$ cat src/hw/rtl/mrc_pkg.sv
// ----------------------------------------------------------------------------
// mrc_pkg - shared types for the matrix rotate block
// Element and register types, controller states and the command and status
// bundles between the controller and the datapath.
// ----------------------------------------------------------------------------
`default_nettype none

package mrc_pkg;

    localparam int ELEM_W = 32;
    localparam int DIM_W  = 4;

    localparam logic [DIM_W-1:0] DIM_RESET = 4'd3;

    typedef logic signed [ELEM_W-1:0] t_elem;
    typedef logic [DIM_W-1:0]         t_dim;

    typedef enum logic {
        ST_LOAD,
        ST_READ
    } t_state;

    // controller -> datapath
    typedef struct packed {
        logic wr;     // store the accepted input beat
        logic start;  // matrix complete: arm readout counters
        logic rd;     // issue one store read for the next result
    } t_cmd;

    // datapath -> controller
    typedef struct packed {
        logic load_full;  // the beat at the store port completes the matrix
        logic rd_last;    // the pending read position is the final one
        logic slot_free;  // output register can take new read data
    } t_sts;

endpackage

`default_nettype wire

$ cat src/hw/rtl/mrc_ifs.sv
// ----------------------------------------------------------------------------
// mrc_ifs - channel interfaces of the matrix rotate block
// Valid/ready channels for input elements, rotated results and the
// dimension register write.
// ----------------------------------------------------------------------------
`default_nettype none

interface mrc_elem_if;
    logic          valid;
    logic          ready;
    mrc_pkg::t_elem element_in;

    modport source (output valid, output element_in, input ready);
    modport sink   (input valid, input element_in, output ready);
endinterface

interface mrc_rot_if;
    logic          valid;
    logic          ready;
    mrc_pkg::t_elem element_out;
    logic          last_of_matrix;

    modport source (output valid, output element_out, output last_of_matrix, input ready);
    modport sink   (input valid, input element_out, input last_of_matrix, output ready);
endinterface

interface mrc_cfg_if;
    logic         valid;
    logic         ready;
    mrc_pkg::t_dim matrix_dim;

    modport source (output valid, output matrix_dim, input ready);
    modport sink   (input valid, input matrix_dim, output ready);
endinterface

`default_nettype wire

$ cat src/hw/rtl/mrc_ram.sv
// ----------------------------------------------------------------------------
// mrc_ram - generic single-write, single-read RAM
// One write port, one read port with registered read data held while idle.
// ----------------------------------------------------------------------------
`default_nettype none

module mrc_ram #(
    parameter int WIDTH = 32,
    parameter int DEPTH = 64,
    localparam int ADDR_W = (DEPTH > 1) ? $clog2(DEPTH) : 1
) (
    input  wire logic                     i_clk,
    input  wire logic                     i_wr_en,
    input  wire logic [ADDR_W-1:0]        i_wr_addr,
    input  wire logic [WIDTH-1:0]         i_wr_data,
    input  wire logic                     i_rd_en,
    input  wire logic [ADDR_W-1:0]        i_rd_addr,
    output logic      [WIDTH-1:0]         o_rd_data
);

    logic [WIDTH-1:0] r_mem [DEPTH];

    always_ff @(posedge i_clk) begin
        if (i_wr_en) begin
            r_mem[i_wr_addr] <= i_wr_data;
        end
        if (i_rd_en) begin
            o_rd_data <= r_mem[i_rd_addr];
        end
    end

endmodule

`default_nettype wire

$ cat src/hw/rtl/mrc_ctrl.sv
// ----------------------------------------------------------------------------
// mrc_ctrl - load/readout sequencer
// Alternates between loading one matrix and reading it out rotated.
// ----------------------------------------------------------------------------
`default_nettype none

module mrc_ctrl (
    input  wire logic           i_clk,
    input  wire logic           i_rst_n,
    input  wire logic           i_in_valid,
    output logic                o_in_ready,
    input  wire mrc_pkg::t_sts  i_sts,
    output mrc_pkg::t_cmd       o_cmd
);

    mrc_pkg::t_state r_state;
    mrc_pkg::t_state n_state;

    always_ff @(posedge i_clk) begin
        if (!i_rst_n) begin
            r_state <= mrc_pkg::ST_LOAD;
        end else begin
            r_state <= n_state;
        end
    end

    always_comb begin
        n_state    = r_state;
        o_in_ready = 1'b0;
        o_cmd      = '0;
        unique case (r_state)
            mrc_pkg::ST_LOAD: begin
                o_in_ready = 1'b1;
                o_cmd.wr   = i_in_valid;
                if (i_in_valid && i_sts.load_full) begin
                    o_cmd.start = 1'b1;
                    n_state     = mrc_pkg::ST_READ;
                end
            end
            mrc_pkg::ST_READ: begin
                o_cmd.rd = i_sts.slot_free;
                if (i_sts.slot_free && i_sts.rd_last) begin
                    n_state = mrc_pkg::ST_LOAD;
                end
            end
            default: begin
                n_state = mrc_pkg::ST_LOAD;
            end
        endcase
    end

endmodule

`default_nettype wire

$ cat src/hw/rtl/mrc_dp.sv
// ----------------------------------------------------------------------------
// mrc_dp - rotate datapath
// Dimension register, load counter, rotated read address generator, element
// store and the output register (the store's read register).
// ----------------------------------------------------------------------------
`default_nettype none

module mrc_dp #(
    parameter int MAX_DIM = 8
) (
    input  wire logic            i_clk,
    input  wire logic            i_rst_n,
    input  wire logic            i_cfg_wr,
    input  wire mrc_pkg::t_dim   i_cfg_dim,
    input  wire mrc_pkg::t_elem  i_elem,
    input  wire logic            i_out_ready,
    input  wire mrc_pkg::t_cmd   i_cmd,
    output mrc_pkg::t_sts        o_sts,
    output logic                 o_out_valid,
    output mrc_pkg::t_elem       o_out_elem,
    output logic                 o_out_last
);

    localparam int DEPTH     = MAX_DIM * MAX_DIM;
    localparam int AW        = (DEPTH > 1) ? $clog2(DEPTH) : 1;
    localparam int DW        = $clog2(MAX_DIM + 1);
    localparam int CW        = $clog2(DEPTH + 1);
    localparam int RW        = (MAX_DIM > 1) ? $clog2(MAX_DIM) : 1;
    localparam int ELEM_BITS = mrc_pkg::ELEM_W;

    mrc_pkg::t_dim  r_dim;
    logic [CW-1:0]  r_load_cnt;
    logic [RW-1:0]  r_row;
    logic [RW-1:0]  r_col;
    logic [AW-1:0]  r_src;
    logic           r_out_valid;
    logic           r_last;

    logic [DW-1:0]  w_dim;
    logic [RW-1:0]  w_dim_m1;
    logic [CW-1:0]  w_total;
    logic [CW-1:0]  w_base;
    logic [CW-1:0]  w_row_src;
    logic [CW-1:0]  w_col_src;
    logic           w_row_end;
    logic [ELEM_BITS-1:0] w_rd_data;

    // clamp: zero acts as one, anything above MAX_DIM as MAX_DIM
    always_comb begin
        priority if (r_dim == '0) begin
            w_dim = DW'(1);
        end else if (r_dim > mrc_pkg::DIM_W'(MAX_DIM)) begin
            w_dim = DW'(MAX_DIM);
        end else begin
            w_dim = DW'(r_dim);
        end
    end

    assign w_dim_m1  = RW'(w_dim - DW'(1));
    assign w_total   = CW'(w_dim) * CW'(w_dim);
    assign w_base    = w_total - CW'(w_dim);            // (dim-1)*dim
    assign w_row_end = (r_col == w_dim_m1);
    assign w_row_src = w_base + CW'(r_row) + CW'(1);    // bottom of next column
    assign w_col_src = CW'(r_src) - CW'(w_dim);         // one row up

    always_ff @(posedge i_clk) begin
        if (!i_rst_n) begin
            r_dim       <= mrc_pkg::DIM_RESET;
            r_load_cnt  <= '0;
            r_out_valid <= 1'b0;
        end else begin
            if (i_cfg_wr) begin
                r_dim      <= i_cfg_dim;
                r_load_cnt <= '0;
            end else if (i_cmd.wr) begin
                r_load_cnt <= i_cmd.start ? '0 : r_load_cnt + CW'(1);
            end
            if (i_cmd.rd) begin
                r_out_valid <= 1'b1;
            end else if (i_out_ready) begin
                r_out_valid <= 1'b0;
            end
        end
    end

    // readout position: output (row,col) reads input (dim-1-col, row)
    always_ff @(posedge i_clk) begin
        if (i_cmd.start) begin
            r_row <= '0;
            r_col <= '0;
            r_src <= w_base[AW-1:0];
        end else if (i_cmd.rd) begin
            if (w_row_end) begin
                r_row <= r_row + RW'(1);
                r_col <= '0;
                r_src <= w_row_src[AW-1:0];
            end else begin
                r_col <= r_col + RW'(1);
                r_src <= w_col_src[AW-1:0];
            end
        end
        if (i_cmd.rd) begin
            r_last <= o_sts.rd_last;
        end
    end

    mrc_ram #(
        .WIDTH (ELEM_BITS),
        .DEPTH (DEPTH)
    ) u_store (
        .i_clk     (i_clk),
        .i_wr_en   (i_cmd.wr),
        .i_wr_addr (r_load_cnt[AW-1:0]),
        .i_wr_data (i_elem),
        .i_rd_en   (i_cmd.rd),
        .i_rd_addr (r_src),
        .o_rd_data (w_rd_data)
    );

    assign o_sts.load_full = (r_load_cnt == w_total - CW'(1));
    assign o_sts.rd_last   = w_row_end && (r_row == w_dim_m1);
    assign o_sts.slot_free = !r_out_valid || i_out_ready;

    assign o_out_valid = r_out_valid;
    assign o_out_elem  = w_rd_data;
    assign o_out_last  = r_last;

endmodule

`default_nettype wire

$ cat src/hw/rtl/matrix_rotate_clockwise_core.sv
// ----------------------------------------------------------------------------
// matrix_rotate_clockwise_core - quarter-turn clockwise matrix rotation
// Loads a dim x dim matrix in row-major order and streams it back rotated.
// ----------------------------------------------------------------------------
// Load: one element per cycle while loading (input ready is high then).
// Order: the beat that completes the matrix switches the sequencer to readout;
//   each store read loads the output register, which presents the result;
//   results then follow one per cycle while the sink is ready. Input ready
//   stays low for the whole readout, including any sink stalls.
// Sequence: with a ready sink each matrix takes dim*dim load beats, then
//   dim*dim store reads; load and readout of the one element store never
//   overlap, so no new matrix is taken while one is read out.
// Reset: synchronous active low; dimension returns to 3, load count to zero,
//   store contents are left as they are.
// ----------------------------------------------------------------------------
`default_nettype none

module matrix_rotate_clockwise_core #(
    parameter int MAX_DIM = 8   // largest supported side, 1..8
) (
    input  wire logic   i_clk,
    input  wire logic   i_rst_n,
    mrc_cfg_if.sink     i_cfg,
    mrc_elem_if.sink    i_elem,
    mrc_rot_if.source   o_rot
);

    // Structure:
    //   mrc_ctrl - two-state sequencer (load, readout), owns input ready
    //   mrc_dp   - dimension register, counters, rotated address, store and
    //              output register
    // The store's registered read port doubles as the output register: a
    // read is issued only when that register is empty or being drained, so
    // stalls on the output side simply hold the read data.

    mrc_pkg::t_cmd w_cmd;
    mrc_pkg::t_sts w_sts;
    logic          w_in_ready;

    // user must write register only while idle, unchecked; port never stalls
    assign i_cfg.ready = 1'b1;

    mrc_ctrl u_ctrl (
        .i_clk      (i_clk),
        .i_rst_n    (i_rst_n),
        .i_in_valid (i_elem.valid),
        .o_in_ready (w_in_ready),
        .i_sts      (w_sts),
        .o_cmd      (w_cmd)
    );

    assign i_elem.ready = w_in_ready;

    mrc_dp #(
        .MAX_DIM (MAX_DIM)
    ) u_dp (
        .i_clk       (i_clk),
        .i_rst_n     (i_rst_n),
        .i_cfg_wr    (i_cfg.valid),
        .i_cfg_dim   (i_cfg.matrix_dim),
        .i_elem      (i_elem.element_in),
        .i_out_ready (o_rot.ready),
        .i_cmd       (w_cmd),
        .o_sts       (w_sts),
        .o_out_valid (o_rot.valid),
        .o_out_elem  (o_rot.element_out),
        .o_out_last  (o_rot.last_of_matrix)
    );

endmodule

`default_nettype wire

$ cat src/flat_wrapper.sv
// flat-port wrapper written by rule: the top's interface ports become plain ports
module matrix_rotate_clockwise_core_flat 
#(
    parameter int MAX_DIM = 8                                  
)
  (i_clk, i_rst_n, i_cfg_valid, i_cfg_matrix_dim, i_cfg_ready, i_elem_valid, i_elem_element_in, i_elem_ready, o_rot_valid, o_rot_element_out, o_rot_last_of_matrix, o_rot_ready);
  mrc_cfg_if i_cfg_i ();
  mrc_elem_if i_elem_i ();
  mrc_rot_if o_rot_i ();
  input  wire logic i_clk;
  input  wire logic i_rst_n;
  input wire logic [$bits(i_cfg_i.valid)-1:0] i_cfg_valid;
  input wire logic [$bits(i_cfg_i.matrix_dim)-1:0] i_cfg_matrix_dim;
  output wire logic [$bits(i_cfg_i.ready)-1:0] i_cfg_ready;
  input wire logic [$bits(i_elem_i.valid)-1:0] i_elem_valid;
  input wire logic [$bits(i_elem_i.element_in)-1:0] i_elem_element_in;
  output wire logic [$bits(i_elem_i.ready)-1:0] i_elem_ready;
  output wire logic [$bits(o_rot_i.valid)-1:0] o_rot_valid;
  output wire logic [$bits(o_rot_i.element_out)-1:0] o_rot_element_out;
  output wire logic [$bits(o_rot_i.last_of_matrix)-1:0] o_rot_last_of_matrix;
  input wire logic [$bits(o_rot_i.ready)-1:0] o_rot_ready;
  assign i_cfg_i.valid = i_cfg_valid;
  assign i_cfg_i.matrix_dim = i_cfg_matrix_dim;
  assign i_cfg_ready = i_cfg_i.ready;
  assign i_elem_i.valid = i_elem_valid;
  assign i_elem_i.element_in = i_elem_element_in;
  assign i_elem_ready = i_elem_i.ready;
  assign o_rot_valid = o_rot_i.valid;
  assign o_rot_element_out = o_rot_i.element_out;
  assign o_rot_last_of_matrix = o_rot_i.last_of_matrix;
  assign o_rot_i.ready = o_rot_ready;
  matrix_rotate_clockwise_core #(.MAX_DIM(MAX_DIM)) u_core (.i_clk(i_clk), .i_rst_n(i_rst_n), .i_cfg(i_cfg_i), .i_elem(i_elem_i), .o_rot(o_rot_i));
endmodule
$ cat config.mk
export PLATFORM = sky130hd
export DESIGN_NAME = matrix_rotate_clockwise_core_flat
export DESIGN_NICKNAME = d
export VERILOG_FILES = /design/src/hw/rtl/mrc_pkg.sv /design/src/hw/rtl/mrc_ifs.sv /design/src/hw/rtl/mrc_ram.sv /design/src/hw/rtl/mrc_ctrl.sv /design/src/hw/rtl/mrc_dp.sv /design/src/hw/rtl/matrix_rotate_clockwise_core.sv /design/src/flat_wrapper.sv
export SDC_FILE = /design/constraint.sdc
export NUM_CORES = 2
export LEC_CHECK = 0
export CORE_MARGIN = 2
export CORE_UTILIZATION = 66
export CTS_BUF_LIST = sky130_fd_sc_hd__clkbuf_8
export DETAILED_ROUTE_END_ITERATION = 7
export DONT_BUFFER_PORTS = 1
export GPL_ROUTABILITY_DRIVEN = 0
export PLACE_DENSITY = 0.86
export SYNTH_ARGS = -nofsm -noshare
export SYNTH_HDL_FRONTEND = slang
export SYNTH_SLANG_ARGS = --single-unit
export TNS_END_PERCENT = 20
$ cat constraint.sdc
create_clock -name i_clk -period 4.2 [get_ports i_clk]
set_input_delay 0.21 -clock i_clk [delete_from_list [all_inputs] [get_ports i_clk]]
set_output_delay 0.21 -clock i_clk [all_outputs]
set_load 0.03 [all_outputs]
==> impl_metrics.json <==
{
  "ys_seq_area_frac": 0.780,
  "synthMuxAreaShare": 0.177,
  "final_cell_mix": "edfxtp_1, mux4_2, clkbuf_8",
  "nets": 3771,
  "die_h_microns": 354,
  "ir_drop_uv": 344,
  "crit_slowest_cell": "dlygate4sd3_1",
  "yosysWarnings": 0,
  "cts-hold-fix-buffers": 79,
  "cts_buffers": 328,
  "finalSetupViolCount": 0,
  "grt.total_usage": 0.378,
  "synthSimpleGateAreaFrac": 0.0119,
  "synth-xor-area-share": 0.00362,
  "final_common_cell": "edfxtp_1",
  "path_max_fanout": 9,
  "drc": 0,
  "postCtsSetupBuffers": 0,
  "drv_slew": 0,
  "cp-end-kind": "flip-flop",
  "hold_start": "i_rst_n",
  "min_path_type": "input pin to flip-flop",
  "ys_ff_latch": 2106,
  "syn_avg_cell_area_sq_um": 24.3,
  "place_ws_ns": 0.416,
  "worst_pin_slew_ns": 1.46,
  "critPathMaxStageDelay_ns": 0.57,
  "netlist_top_cells_area": "edfxtp_1, mux4_2, a22oi_1, dfxtp_1, clkbuf_1",
  "dp_hpwl_microns": 120000,
  "placed_area_sq_mm": 0.0839,
  "grt_start_max_net_pins": 75,
  "cp.arrival_ns": 4.90,
  "hold_viol_final": 0,
  "synth_edf_count": 2087,
  "route.vias.total": 42000,
  "outcome": "completed",
  "finalWorstSetupSlack_ns": 0.196,
  "r2r_cells": 12,
  "slew-limit-headroom": 0.0265,
  "synth-compound-area-share": 0.0105,
  "synth-main-ff-cell": "edfxtp_1",
  "finClkSkew_ns": 0.0712,
  "die_w_microns": 354,
  "die_area_sq_mm": 0.125,
  "yosys.area_share.adder": 0.00409,
  "multi_input_area_sq_mm": 0.0173,
  "regToRegStartpoint": "u_core.u_dp.r_dim[1]",
  "core-area_sq_mm": 0.122,
  "clk_latency_ns": 1.04,
  "ioPinCount": 77,
  "max_cap_viol_count": 0,
  "htreeDepth": 5,
  "postRouteAntennaNets": 0,
  "grt_overflow": 0,
  "clockBufferDepth": 4,
  "fmax_mhz": 250,
  "syn2layout_area_growth_pct": 12.6,
  "rows": 128,
  "cts_sinks": 2106,
  "synth.distinct_cells": 54,
  "hold_depth": 2,
  "grt_pass1_vias": 42500,
  "nFillCells": 5608,
  "port_buffers": 0,
  "antenna_found_initial": 19,
  "finalCriticalPeriod_ns": 4.00,
  "tns_ns": 0,
  "drt-total-wl_microns": 232000,
  "path_clk_slew_ns": 0.07,
  "drtIter0Drc": 7408,
  "hold_ws_ns": 0.121,
  "async_flop_share": 0,
  "dr.pass1.iters": 6,
  "syn_area_sq_mm": 0.0808,
  "min_period_over_period": 0.953,
  "rsz0062_at_grt": "no",
  "synth_area_leader_cell": "edfxtp_1",
  "cts_resized": 0,
  "synth_top_family_by_area": "multiplexers",
  "critPathKind": "flip-flop to flip-flop",
  "design_area_sq_mm": 0.0910,
  "cp.required_ns": 5.10,
  "crit_start": "u_core.u_dp.r_dim[1]",
  "p_per_area_mw_per_mm2": 469,
  "vias_per_cell": 7.53,
  "utilization": 0.748,
  "grt_pass1_wl_microns": 322000,
  "netlist_instances": 3327,
  "regArea_sq_mm": 0.0631,
  "startpoint_type": "flip-flop",
  "wire_per_inst_microns": 41.6,
  "cts_tree": "built",
  "cts-root-buf": "clkbuf_8",
  "drive_above_1_share": 0.323,
  "initial_utilization": 0.664,
  "leakage_nw": 28.8,
  "netlist.area_leader.share": 0.775,
  "crit_chain": "o21ba_1 -> nor2_2 -> ha_1 -> fa_1 -> xnor2_2 -> o311ai_2 -> xor2_1 -> xnor2_1 -> nor4_4 -> a2bb2oi_1 -> nor3b_1 -> dlygate4sd3_1"
}
## critical path, delay by kind of cell (launching register included)
| family | cells | cell delay [ns] |
|---|---|---|
| AO/OA/AOI/OAI | 3 | 0.73 |
| XOR/XNOR | 3 | 0.73 |
| adder cells (fa/ha/maj) | 2 | 0.80 |
| buffers and inverters | 1 | 0.57 |
| flip-flops | 1 | 0.49 |
| AND/OR/NAND/NOR | 3 | 0.58 |
## cells in the mapped netlist (11+ instances only)
| master | count |
|---|---|
| a21oi_1 | 20 |
| a22oi_1 | 64 |
| buf_1 | 15 |
| buf_2 | 33 |
| buf_4 | 15 |
| buf_6 | 26 |
| clkbuf_1 | 86 |
| dfxtp_1 | 19 |
| edfxtp_1 | 2087 |
| ha_1 | 20 |
| inv_1 | 11 |
| mux4_2 | 633 |
| nand2_1 | 68 |
| nor2_1 | 86 |
| nor2b_1 | 14 |
| xnor2_1 | 20 |
## report_power, final
part	switching, mW	total [mW]	internal, mW
logic	2.12	3.62	1.50
registers	0.122	23.3	23.2
clock network	8.01	15.8	7.74
## routing by layer
metal	part of all wire	global-route usage	wire, microns	vias up
li1	-	-	-	15100
met1	0.29	0.454	67700	21300
met2	0.49	0.601	114000	4484
met3	0.14	0.117	31800	1029
met4	0.079	0.243	18300	16
met5	0.00044	0	103	-
## registers in the layout (all words and copies together) (netlist names)
signal and flops:
u_core.u_ctrl.r_state 1, u_core.u_dp.o_out_last 1, u_core.u_dp.o_out_valid 1, u_core.u_dp.r_col 3, u_core.u_dp.r_dim 4, u_core.u_dp.r_load_cnt 7
u_core.u_dp.r_row 3, u_core.u_dp.r_src 6, u_core.u_dp.u_store.o_rd_data 32, u_core.u_dp.u_store.r_mem 2048
## layout make-up
| class | instances | share of cell area |
|---|---|---|
| inverter | 14 | 0.000577 |
| antenna | 9 | 0.000247 |
| clock inverter | 231 | 0.0119 |
| clock buffer | 337 | 0.0510 |
| multi-input combinational | 1033 | 0.190 |
| sequential | 2106 | 0.693 |
| tap | 1625 | 0.0223 |
| timing repair buffer | 223 | 0.0315 |
## through the flow
step | cells | total power, mW
after floorplan | 3328 | 25.8
after detailed placement | 4922 | 26.7
after global placement | 4922 | 26.5
after CTS | 5569 | 42.4
final | 5578 | 42.7
after global routing | 5574 | 43.6
## worst paths after layout
| path | end | slack (ns) |
|---|---|---|
| worst max register to register | u_core.u_dp.r_load_cnt[1] | 0.20 |
| worst min-delay path | u_core.u_dp.r_dim[2] | 0.12 |
| worst max-delay path | u_core.u_dp.r_load_cnt[1] | 0.20 |
| worst min register to register | u_core.u_dp.r_col[2] | 0.51 |
## kinds of logic after synthesis
family | after synthesis
flip-flops | 2106
multiplexers | 642
AND/OR/NAND/NOR | 212
buffers and inverters | 189
AO/OA/AOI/OAI | 121
XOR/XNOR | 31
adder cells (fa/ha/maj) | 24
other | 2
Note: power is estimated with default switching activity, not from simulation.
